==> config.mk <==
export PLATFORM = sky130hd
export DESIGN_NAME = block_id_gap_tracker_flat
export DESIGN_NICKNAME = d
export VERILOG_FILES = /design/src/rtl/bigt_pkg.sv /design/src/rtl/bigt_if.sv /design/src/rtl/bigt_front.sv /design/src/rtl/bigt_queue.sv /design/src/rtl/bigt_back.sv /design/src/rtl/block_id_gap_tracker.sv /design/src/flat_wrapper.sv
export SDC_FILE = /design/constraint.sdc
export NUM_CORES = 2
export LEC_CHECK = 0
export ABC_CLOCK_PERIOD_IN_PS = 22800
export BUFFER_PORTS_ARGS = -buffer_cell sky130_fd_sc_hd__buf_2
export CAP_MARGIN = 15
export CORE_ASPECT_RATIO = 1.5
export CORE_UTILIZATION = 50
export CTS_CLUSTER_SIZE = 16
export DETAILED_ROUTE_END_ITERATION = 6
export GPL_TIMING_DRIVEN = 0
export PLACE_DENSITY_LB_ADDON = 0.12
export SETUP_SLACK_MARGIN = 0.3
export SYNTH_ARGS = -nofsm -noshare
export SYNTH_HDL_FRONTEND = slang
export SYNTH_SLANG_ARGS = --single-unit
==> constraint.sdc <==
create_clock -name i_clk -period 22.8 [get_ports i_clk]
set_clock_uncertainty 0.15 [all_clocks]
set_input_delay 1.14 -clock i_clk [delete_from_list [all_inputs] [get_ports i_clk]]
set_output_delay 1.14 -clock i_clk [all_outputs]
set_load 0.02 [all_outputs]
==> src/rtl/bigt_pkg.sv <==
// ----------------------------------------------------------------------------
// bigt_pkg
// shared types and constants for the block ID gap tracker
// ----------------------------------------------------------------------------
package bigt_pkg;

    localparam int ID_W   = 64;
    localparam int CNT_W  = 64;
    localparam int MODE_W = 2;

    localparam int QUEUE_DEPTH = 2;

    localparam logic [MODE_W-1:0] MODE_AUTO = 2'd0;
    localparam logic [MODE_W-1:0] MODE_16   = 2'd1;
    localparam logic [MODE_W-1:0] MODE_64   = 2'd2;

    localparam logic [15:0] ID_MAX16  = 16'hFFFF;
    localparam logic [15:0] ID_HALF16 = 16'h7FFF;

    // register index of id_mode in the config space
    localparam logic REG_ID_MODE = 1'b0;

    typedef struct packed {
        logic pre_bad;
        logic sixteen;
    } t_cls;

    typedef struct packed {
        logic [ID_W-1:0] pkt_id;
        t_cls            cls;
    } t_item;

    typedef struct packed {
        logic empty;
        logic full;
    } t_q_stat;

    typedef struct packed {
        logic             anomaly;
        logic [ID_W-1:0]  gap_size;
        logic [ID_W-1:0]  first_missing_id;
        logic [CNT_W-1:0] observed_count;
        logic [CNT_W-1:0] anomaly_count;
        logic [CNT_W-1:0] missed_total;
    } t_res;

endpackage

==> src/rtl/bigt_if.sv <==
// ----------------------------------------------------------------------------
// bigt_if
// valid/ready channels for block IDs and tracker results
// ----------------------------------------------------------------------------
interface bigt_id_if;
    logic                      valid;
    logic                      ready;
    logic [bigt_pkg::ID_W-1:0] pkt_id;

    modport source (output valid, output pkt_id, input ready);
    modport sink   (input valid, input pkt_id, output ready);
endinterface

interface bigt_res_if;
    logic                       valid;
    logic                       ready;
    logic                       anomaly;
    logic [bigt_pkg::ID_W-1:0]  gap_size;
    logic [bigt_pkg::ID_W-1:0]  first_missing_id;
    logic [bigt_pkg::CNT_W-1:0] observed_count;
    logic [bigt_pkg::CNT_W-1:0] anomaly_count;
    logic [bigt_pkg::CNT_W-1:0] missed_total;

    modport source (output valid, output anomaly, output gap_size, output first_missing_id,
                    output observed_count, output anomaly_count, output missed_total,
                    input ready);
    modport sink   (input valid, input anomaly, input gap_size, input first_missing_id,
                    input observed_count, input anomaly_count, input missed_total,
                    output ready);
endinterface

==> src/rtl/bigt_front.sv <==
// ----------------------------------------------------------------------------
// bigt_front
// accepts block IDs, tracks wide IDs and classifies each request
// ----------------------------------------------------------------------------
module bigt_front (
    input  logic                        i_clk,
    input  logic                        i_rst_n,
    bigt_id_if.sink                     i_id,
    input  logic [bigt_pkg::MODE_W-1:0] i_mode,
    input  bigt_pkg::t_q_stat           i_q_stat,
    output logic                        o_push,
    output bigt_pkg::t_item             o_item
);

    logic r_wide_seen;
    logic n_wide_seen;
    logic id_wide;

    assign i_id.ready = !i_q_stat.full;
    assign o_push     = i_id.valid && i_id.ready;

    always_comb begin
        id_wide     = i_id.pkt_id > bigt_pkg::ID_W'(bigt_pkg::ID_MAX16);
        n_wide_seen = r_wide_seen || id_wide;

        o_item.pkt_id      = i_id.pkt_id;
        o_item.cls.pre_bad = (i_id.pkt_id == '0) ||
                             ((i_mode == bigt_pkg::MODE_16) && id_wide);
        // auto mode stays 16-bit until a wide ID shows up, this one included
        o_item.cls.sixteen = (i_mode == bigt_pkg::MODE_16) ||
                             ((i_mode == bigt_pkg::MODE_AUTO) && !n_wide_seen);
    end

    always_ff @(posedge i_clk) begin
        if (!i_rst_n) begin
            r_wide_seen <= 1'b0;
        end else if (o_push) begin
            r_wide_seen <= n_wide_seen;
        end
    end

endmodule

==> src/rtl/bigt_queue.sv <==
// ----------------------------------------------------------------------------
// bigt_queue
// short fifo between the classifying front and the tracking back end
// ----------------------------------------------------------------------------
module bigt_queue #(
    parameter int DEPTH = bigt_pkg::QUEUE_DEPTH
) (
    input  logic              i_clk,
    input  logic              i_rst_n,
    input  logic              i_push,
    input  bigt_pkg::t_item   i_item,
    input  logic              i_pop,
    output bigt_pkg::t_item   o_head,
    output bigt_pkg::t_q_stat o_stat
);

    localparam int PTR_W = $clog2(DEPTH);
    localparam int CNT_W = $clog2(DEPTH + 1);

    bigt_pkg::t_item  r_mem [DEPTH];
    logic [PTR_W-1:0] r_wr_ptr, n_wr_ptr;
    logic [PTR_W-1:0] r_rd_ptr, n_rd_ptr;
    logic [CNT_W-1:0] r_cnt, n_cnt;

    assign o_head       = r_mem[r_rd_ptr];
    assign o_stat.empty = (r_cnt == '0);
    assign o_stat.full  = (r_cnt == CNT_W'(DEPTH));

    always_comb begin
        n_wr_ptr = r_wr_ptr;
        n_rd_ptr = r_rd_ptr;
        if (i_push) begin
            n_wr_ptr = (r_wr_ptr == PTR_W'(DEPTH - 1)) ? '0 : r_wr_ptr + PTR_W'(1);
        end
        if (i_pop) begin
            n_rd_ptr = (r_rd_ptr == PTR_W'(DEPTH - 1)) ? '0 : r_rd_ptr + PTR_W'(1);
        end
        n_cnt = r_cnt + CNT_W'(i_push) - CNT_W'(i_pop);
    end

    always_ff @(posedge i_clk) begin
        if (!i_rst_n) begin
            r_wr_ptr <= '0;
            r_rd_ptr <= '0;
            r_cnt    <= '0;
        end else begin
            r_wr_ptr <= n_wr_ptr;
            r_rd_ptr <= n_rd_ptr;
            r_cnt    <= n_cnt;
        end
    end

    always_ff @(posedge i_clk) begin
        if (i_push) begin
            r_mem[r_wr_ptr] <= i_item;
        end
    end

endmodule

==> src/rtl/bigt_back.sv <==
// ----------------------------------------------------------------------------
// bigt_back
// judges each classified ID against the baseline, keeps the counters
// and holds the result in an output register
// ----------------------------------------------------------------------------
module bigt_back (
    input  logic              i_clk,
    input  logic              i_rst_n,
    input  bigt_pkg::t_item   i_head,
    input  bigt_pkg::t_q_stat i_q_stat,
    output logic              o_pop,
    bigt_res_if.source        o_res
);

    logic                       r_awaiting;
    logic [bigt_pkg::ID_W-1:0]  r_last, n_last;
    logic [bigt_pkg::CNT_W-1:0] r_seen, n_seen;
    logic [bigt_pkg::CNT_W-1:0] r_anom, n_anom;
    logic [bigt_pkg::CNT_W-1:0] r_missed, n_missed;
    logic                       r_out_valid;
    bigt_pkg::t_res             r_res, n_res;

    logic [15:0]               expect16;
    logic [16:0]               wrap_sum;
    logic [15:0]               dist16;
    logic [bigt_pkg::ID_W-1:0] gap64;
    logic                      bad;
    logic                      take_new;
    logic [bigt_pkg::ID_W-1:0] gap;
    logic [bigt_pkg::ID_W-1:0] fmiss;

    assign o_pop = !i_q_stat.empty && (!r_out_valid || o_res.ready);

    always_comb begin
        // 16-bit cycle skips 0, a baseline at or above the top wraps to 1
        expect16 = (r_last >= bigt_pkg::ID_W'(bigt_pkg::ID_MAX16)) ? 16'd1
                                                                    : r_last[15:0] + 16'd1;
        wrap_sum = {1'b0, i_head.pkt_id[15:0]} + {1'b0, bigt_pkg::ID_MAX16}
                   - {1'b0, expect16};
        dist16   = (wrap_sum >= {1'b0, bigt_pkg::ID_MAX16})
                   ? 16'(wrap_sum - {1'b0, bigt_pkg::ID_MAX16}) : wrap_sum[15:0];
        // id - last - 1
        gap64    = i_head.pkt_id + ~r_last;

        bad      = 1'b0;
        take_new = 1'b0;
        gap      = '0;
        fmiss    = '0;
        n_missed = r_missed;
        if (i_head.cls.pre_bad) begin
            bad = 1'b1;
        end else if (r_awaiting) begin
            take_new = 1'b1;
        end else if (i_head.cls.sixteen) begin
            if (dist16 > bigt_pkg::ID_HALF16) begin
                bad = 1'b1;
            end else begin
                take_new = 1'b1;
                gap      = bigt_pkg::ID_W'(dist16);
                fmiss    = (dist16 != '0) ? bigt_pkg::ID_W'(expect16) : '0;
                n_missed = r_missed + bigt_pkg::CNT_W'(dist16);
            end
        end else if (i_head.pkt_id <= r_last) begin
            bad = 1'b1;
        end else begin
            take_new = 1'b1;
            gap      = gap64;
            fmiss    = (gap64 != '0) ? r_last + bigt_pkg::ID_W'(1) : '0;
            n_missed = r_missed + i_head.pkt_id + ~r_last;
        end

        n_last = take_new ? i_head.pkt_id : r_last;
        n_seen = r_seen + bigt_pkg::CNT_W'(1);
        n_anom = r_anom + bigt_pkg::CNT_W'(bad);

        n_res.anomaly          = bad;
        n_res.gap_size         = gap;
        n_res.first_missing_id = fmiss;
        n_res.observed_count   = n_seen;
        n_res.anomaly_count    = n_anom;
        n_res.missed_total     = n_missed;
    end

    always_ff @(posedge i_clk) begin
        if (!i_rst_n) begin
            r_awaiting  <= 1'b1;
            r_last      <= '0;
            r_seen      <= '0;
            r_anom      <= '0;
            r_missed    <= '0;
            r_out_valid <= 1'b0;
        end else begin
            if (o_pop) begin
                r_awaiting  <= r_awaiting && !take_new;
                r_last      <= n_last;
                r_seen      <= n_seen;
                r_anom      <= n_anom;
                r_missed    <= n_missed;
                r_out_valid <= 1'b1;
            end else if (o_res.ready) begin
                r_out_valid <= 1'b0;
            end
        end
    end

    always_ff @(posedge i_clk) begin
        if (o_pop) begin
            r_res <= n_res;
        end
    end

    assign o_res.valid            = r_out_valid;
    assign o_res.anomaly          = r_res.anomaly;
    assign o_res.gap_size         = r_res.gap_size;
    assign o_res.first_missing_id = r_res.first_missing_id;
    assign o_res.observed_count   = r_res.observed_count;
    assign o_res.anomaly_count    = r_res.anomaly_count;
    assign o_res.missed_total     = r_res.missed_total;

endmodule

==> src/rtl/block_id_gap_tracker.sv <==
// ----------------------------------------------------------------------------
// block_id_gap_tracker
// continuity checker for packet block IDs with gap and anomaly counters
// ----------------------------------------------------------------------------
// Takes one block ID per cycle and returns one result per ID, in order. A
// result passes through the queue and then the output register before it is
// valid. Sustained rate is one ID per clock while the result sink is ready,
// set by the back end's update of the baseline and counters (one 64-bit
// compare and add on the last forward ID). The front end classifies IDs
// against the mode and the wide-ID flag, a small queue (QUEUE_DEPTH entries)
// decouples it from the back end, and the output register holds a result while
// the sink stalls; once the queue fills, input ready drops until the back end
// pops again. id_mode lives at byte address 0 of the APB port; the user is to
// have it written only while the tracker is idle; the block does not check.
module block_id_gap_tracker #(
    parameter int QUEUE_DEPTH = bigt_pkg::QUEUE_DEPTH
) (
    input  logic        i_clk,
    input  logic        i_rst_n,
    bigt_id_if.sink     i_id,
    bigt_res_if.source  o_res,
    input  logic        psel,
    input  logic        penable,
    input  logic        pwrite,
    input  logic [2:0]  paddr,
    input  logic [31:0] pwdata,
    output logic [31:0] prdata,
    output logic        pready
);

    logic [bigt_pkg::MODE_W-1:0] r_mode;
    logic                        cfg_wr;
    logic                        push;
    logic                        pop;
    bigt_pkg::t_item             item;
    bigt_pkg::t_item             head;
    bigt_pkg::t_q_stat           q_stat;

    assign pready = 1'b1;
    assign cfg_wr = psel && penable && pwrite && pready && (paddr[2] == bigt_pkg::REG_ID_MODE);
    assign prdata = (paddr[2] == bigt_pkg::REG_ID_MODE) ? {30'd0, r_mode} : 32'd0;

    always_ff @(posedge i_clk) begin
        if (!i_rst_n) begin
            r_mode <= bigt_pkg::MODE_AUTO;
        end else if (cfg_wr) begin
            r_mode <= pwdata[bigt_pkg::MODE_W-1:0];
        end
    end

    bigt_front u_front (
        .i_clk    (i_clk),
        .i_rst_n  (i_rst_n),
        .i_id     (i_id),
        .i_mode   (r_mode),
        .i_q_stat (q_stat),
        .o_push   (push),
        .o_item   (item)
    );

    bigt_queue #(
        .DEPTH (QUEUE_DEPTH)
    ) u_queue (
        .i_clk   (i_clk),
        .i_rst_n (i_rst_n),
        .i_push  (push),
        .i_item  (item),
        .i_pop   (pop),
        .o_head  (head),
        .o_stat  (q_stat)
    );

    bigt_back u_back (
        .i_clk    (i_clk),
        .i_rst_n  (i_rst_n),
        .i_head   (head),
        .i_q_stat (q_stat),
        .o_pop    (pop),
        .o_res    (o_res)
    );

    // an accepted request is waiting in the queue on the next cycle
    a_push_lands: assert property (@(posedge i_clk) disable iff (!i_rst_n)
        (i_id.valid && i_id.ready) |=> !q_stat.empty)
        else $error("accepted block ID missing from queue");

    a_anomaly_no_gap: assert property (@(posedge i_clk) disable iff (!i_rst_n)
        (o_res.valid && o_res.anomaly) |-> (o_res.gap_size == '0 && o_res.first_missing_id == '0))
        else $error("anomalous result carries a gap");

    a_gap_has_first: assert property (@(posedge i_clk) disable iff (!i_rst_n)
        (o_res.valid && o_res.gap_size != '0) |-> (o_res.first_missing_id != '0))
        else $error("gap reported without first missing ID");

    a_pop_loads_out: assert property (@(posedge i_clk) disable iff (!i_rst_n)
        pop |=> o_res.valid)
        else $error("popped item did not reach the output register");

endmodule

==> src/flat_wrapper.sv <==
// flat-port wrapper written by rule: the top's interface ports become plain ports
module block_id_gap_tracker_flat 
#(
    parameter int QUEUE_DEPTH = bigt_pkg::QUEUE_DEPTH
)
  (i_clk, i_rst_n, psel, penable, pwrite, paddr, pwdata, prdata, pready, i_id_valid, i_id_pkt_id, i_id_ready, o_res_valid, o_res_anomaly, o_res_gap_size, o_res_first_missing_id, o_res_observed_count, o_res_anomaly_count, o_res_missed_total, o_res_ready);
  bigt_id_if i_id_i ();
  bigt_res_if o_res_i ();
  input  logic i_clk;
  input  logic i_rst_n;
  input  logic psel;
  input  logic penable;
  input  logic pwrite;
  input  logic [2:0] paddr;
  input  logic [31:0] pwdata;
  output logic [31:0] prdata;
  output logic pready;
  input wire logic [$bits(i_id_i.valid)-1:0] i_id_valid;
  input wire logic [$bits(i_id_i.pkt_id)-1:0] i_id_pkt_id;
  output wire logic [$bits(i_id_i.ready)-1:0] i_id_ready;
  output wire logic [$bits(o_res_i.valid)-1:0] o_res_valid;
  output wire logic [$bits(o_res_i.anomaly)-1:0] o_res_anomaly;
  output wire logic [$bits(o_res_i.gap_size)-1:0] o_res_gap_size;
  output wire logic [$bits(o_res_i.first_missing_id)-1:0] o_res_first_missing_id;
  output wire logic [$bits(o_res_i.observed_count)-1:0] o_res_observed_count;
  output wire logic [$bits(o_res_i.anomaly_count)-1:0] o_res_anomaly_count;
  output wire logic [$bits(o_res_i.missed_total)-1:0] o_res_missed_total;
  input wire logic [$bits(o_res_i.ready)-1:0] o_res_ready;
  assign i_id_i.valid = i_id_valid;
  assign i_id_i.pkt_id = i_id_pkt_id;
  assign i_id_ready = i_id_i.ready;
  assign o_res_valid = o_res_i.valid;
  assign o_res_anomaly = o_res_i.anomaly;
  assign o_res_gap_size = o_res_i.gap_size;
  assign o_res_first_missing_id = o_res_i.first_missing_id;
  assign o_res_observed_count = o_res_i.observed_count;
  assign o_res_anomaly_count = o_res_i.anomaly_count;
  assign o_res_missed_total = o_res_i.missed_total;
  assign o_res_i.ready = o_res_ready;
  block_id_gap_tracker #(.QUEUE_DEPTH(QUEUE_DEPTH)) u_core (.i_clk(i_clk), .i_rst_n(i_rst_n), .i_id(i_id_i), .o_res(o_res_i), .psel(psel), .penable(penable), .pwrite(pwrite), .paddr(paddr), .pwdata(pwdata), .prdata(prdata), .pready(pready));
endmodule
==> impl_metrics.csv <==
group,metric,value,unit
logic_synthesis,synth-seq-cells,719,
cts,postCtsSetupBuffers,0,
floorplanning,fp-row-count,132,
sta,report.final.hold_viol_count,0,
power,share_seq_of_total_power,23.5,%
sta,tns,0,ns
grt,via_count_of_the_first_global_routing_pass,36800,
logic_synthesis,yosys_warnings,0,
worst_hold_path,whs_path_depth,2,
logic_synthesis,synth-async-reset-ratio,0,%
logic_synthesis,yosysUniqueCellTypes,111,
place,gpl.final_weighted_congestion,1.04,
worst_setup_path,cp_num_buf_inv,7,
cts,clock-root-buffer,"clkbuf_16",
grt,overall_overflow_remaining_after_global_route,0,
power,vdd_ir_drop_max,118,uV
sta,finalWorstPathRequiredPeriod,11.01,ns
cts,clock_sinks,719,
floorplanning,die_area,0.0887,mm2
sta,period_share,48.3,%
detailed_routing,wirelength,162000,um
grt,grtUsageTotal,36.1,%
run_status,outcome,"completed",
floorplanning,height_of_the_die,364,um
worst_setup_path,worstPathArrival,11.28,ns
floorplanning,die_w,243,um
logic_synthesis,synth-simple-area-share,16.5,%
cts,cts_hold_repair.buffers,0,
worst_setup_path,r2r_cells,30,
sta,max-slew-margin-rel,12.8,%
logic_synthesis,compound_gate_fraction_of_synth_area,16.2,%
detailed_routing,vias,37700,
finish,finished_core_util,58.0,%
worst_setup_path,critical_path.top_delay_family,"compound AO/OA/AOI/OAI gates",
worst_setup_path,timing.critical_path.required,23.08,ns
detailed_routing,drt_pre_antenna_iters,5,
logic_synthesis,synthXorXnorAreaFrac,8.32,%
finish,final_nets,5511,
finish,mostFrequentLayoutCell,"edfxtp_1",
place,placed_area,0.0476,mm2
logic_synthesis,synth-edff-count,453,
logic_synthesis,synth.top_cell.area_share,31.1,%
detailed_routing,detail_route.iter0.violations,2766,
worst_setup_path,crit_path_end_kind,"flop",
cts,clock_network_latency_to_the_later_pin_of_the_worst_skew_pair,0.69,ns
worst_hold_path,hold_crit_endpoint,"u_core.u_back.r_anom[0]",
worst_setup_path,worst-setup-path-type,"flop to flop",
power,swShare,50.7,%
logic_synthesis,syn-instance-count,4645,
logic_synthesis,synthMuxAreaShare,1.92,%
grt,grt_pass1_wl,233000,um
grt,number_of_antenna_violations_at_the_first_check_in_global_routing,3,
place,buffer_ports.inserted,398,
worst_hold_path,timing.hold.worst.start,"u_core.u_back.r_anom[0]",
detailed_routing,drt-vias-per-instance,5.92,
floorplanning,design.core.area,0.0865,mm2
logic_synthesis,fraction_of_the_mapped_netlist_area_in_adder_cells,7.88,%
worst_hold_path,hold_path.class,"flop to flop",
detailed_routing,detail-route-antenna-nets,0,
place,hpwl,129000,um
cts,ctsLongestPathBuffers,3,
logic_synthesis,yosys_most_used_dff,"edfxtp_1",
detailed_routing,met2RoutedLength,78500,um
worst_setup_path,critical_path.most_common_cell,"a21o_1",
finish,mostFrequentLayoutCells,"edfxtp_1 (453), nor2_1 (436), buf_2 (430)",
worst_setup_path,worst-path-stages,30,
power,netsw,4510,uW
sta,setup_repair_after_global_routing_missed_its_margin,"false",
worst_setup_path,critPathMaxFanout,10,
logic_synthesis,mappedNetlistArea,0.0437,mm2
detailed_routing,dr.max_layer_used,"met4",
power,comb_power_share,62.1,%
cts,htree_num_levels,3,
worst_setup_path,cpPeakStageDelay,1.10,ns
worst_setup_path,worst_setup_start_kind,"flop",
cts,cts-buffers-inserted,72,
floorplanning,initial_utilization,50.5,%
sta,final_max_slew_viol_count,0,
sta,finalSetupViolations,0,
logic_synthesis,synth.avg_cell_area,9.41,um2
finish,layout_cells_sized_above_1,13.2,%
worst_setup_path,timing.reg2reg.setup_slack,11.79,ns
sta,worst_pin_slew,1.27,ns
detailed_routing,detail_route.wl_per_cell,25.4,um
sta,clock.fmax,90.8,MHz
cts,cts_tree,"done",
power,leakage,0.0196,uW
grt,grt_start_max_net_pins,70,
logic_synthesis,synthTopCellsByArea,"edfxtp_1 (31%), dfxtp_1 (12%), ha_1 (4.8%)",
logic_synthesis,yosysSeqAreaShare,43.3,%
power,clock_power_share,14.5,%
finish,area_growth,14.7,%
flow_run,drv_cap,0,
detailed_routing,met1_length,55600,um
power,power_density_cells,177,mW/mm2
floorplanning,io-pin-count,462,
worst_setup_path,cp_slowest_cell,"mux2i_1",
finish,stdcell_area,0.0502,mm2
logic_synthesis,dominant_combinational_cell_family_by_area_after_synthesis,"simple AND/OR/NAND/NOR gates",
power,power_report.internal_total,4390,uW
cts,clkSlewWorstSetupHoldPaths,0.07,ns
cts,post_cts_resized,0,
logic_synthesis,yosysTopAreaCell,"edfxtp_1",
detailed_routing,route.detailed.drc,0,
detailed_routing,met3_length,9500,um
worst_setup_path,worst_r2r_endpoint,"u_core.u_back.o_res.missed_total[59]",
[worst max path at each step]
stage / startpoint / to
floorplan: o_res_ready / u_core.u_queue.r_cnt[1]
global route: flop / u_core.u_back.r_anom[62]
CTS: flop / u_core.u_back.r_anom[62]
finish: flop / u_core.u_back.o_res.missed_total[59]
global placement: o_res_ready / u_core.u_queue.r_cnt[1]
detailed placement: flop / u_core.u_back.r_anom[62]
[flip-flops by register name, indices dropped and copies added, names as in the netlist, named ones only]
name	flops
u_core.u_back.r_missed	64
u_core.u_queue.r_mem	132
u_core.u_back.r_anom	64
u_core.u_queue.r_cnt	2
u_core.u_front.r_wide_seen	1
u_core.u_queue.r_rd_ptr	1
u_core.u_back.r_last	64
u_core.u_back.o_res.anomaly	1
u_core.u_queue.r_wr_ptr	1
u_core.u_back.o_res.first_missing_id	64
u_core.u_back.r_seen	64
u_core.r_mode	2
u_core.u_back.r_awaiting	1
u_core.u_back.o_res.gap_size	64
u_core.u_back.o_res.anomaly_count	64
u_core.u_back.o_res.observed_count	64
u_core.u_back.o_res.missed_total	64
u_core.u_back.o_res.valid	1
[cell usage after synthesis (13+ instances only)]
library cell and n:
a211o_1 13, a211oi_1 92, a21o_1 81, a21oi_1 308, a22oi_1 16, a31oi_1 28, and2_1 34, and3_1 59
buf_1 14, buf_2 26, buf_4 37, clkbuf_1 169, dfxtp_1 266, edfxtp_1 453, fa_1 67, ha_1 168
inv_1 378, mux2i_1 76, nand2_1 363, nand2b_1 16, nand3_1 155, nand4_1 96, nor2_1 437, nor2b_1 26
nor3_1 83, nor4_1 61, o211ai_1 23, o21a_1 61, o21ai_0 181, o21ai_1 36, o21bai_1 33, o22ai_1 29
o31ai_1 19, or2_2 16, or3_1 71, or4_1 15, xnor2_1 236, xor2_1 174
[layer usage]
metal | vias to the layer above | GRT usage, %
met5 | - | 0
li1 | 17500 | -
met2 | 1647 | 62.3
met3 | 591 | 5.70
met4 | 0 | 34.8
met1 | 17900 | 36.9
[power by group through the flow]
stage                     Combinational (uW)  Clock [uW]  Sequential (uW)
final                                   5520        1290             2090
after floorplan                         3380           0             2400
after detailed placement                5400           0             2100
after CTS                               5430        1300             2080
after global routing                    5940        1350             2110
after global placement                  5340           0             2270
[kinds of logic (layout without fill, tap and decap cells)]
logic type	count (synthesis)	count (layout)
AND/OR/NAND/NOR	1486	1486
AO/OA/AOI/OAI	1077	1077
flip-flops	719	719
buffers and inverters	630	1186
XOR/XNOR	413	413
adder cells (fa/ha/maj)	235	235
multiplexers	83	83
other	2	33
[worst min-delay path: stages (launching register included)]
cell     delay, ns
dfxtp_1       0.31
nand2_1       0.05
a21oi_1       0.05
[metrics by stage]
stage / total power, uW / hold slack, ns / setup slack [ns] / instances
after floorplan: 5780 / 0.290 / 9.78 / 4674
after global placement: 7610 / 0.296 / 4.45 / 6211
after detailed placement: 7510 / 0.310 / 12.09 / 6232
after CTS: 8820 / 0.319 / 12.03 / 6366
after global routing: 9400 / 0.348 / 11.32 / 6370
final: 8900 / 0.315 / 11.79 / 6371
[layout make-up]
type                       instances  area (um2)
fill                            7804       36400
buffer                           250        1140
timing repair buffer             422        2340
tap                             1139        1430
multi-input combinational       3325       22400
clock buffer                      92        1970
inverter                         380        1430
sequential                       719       18900
clock inverter                    42         563
antenna                            2        5.00
Power figures use the tool's default switching activity.
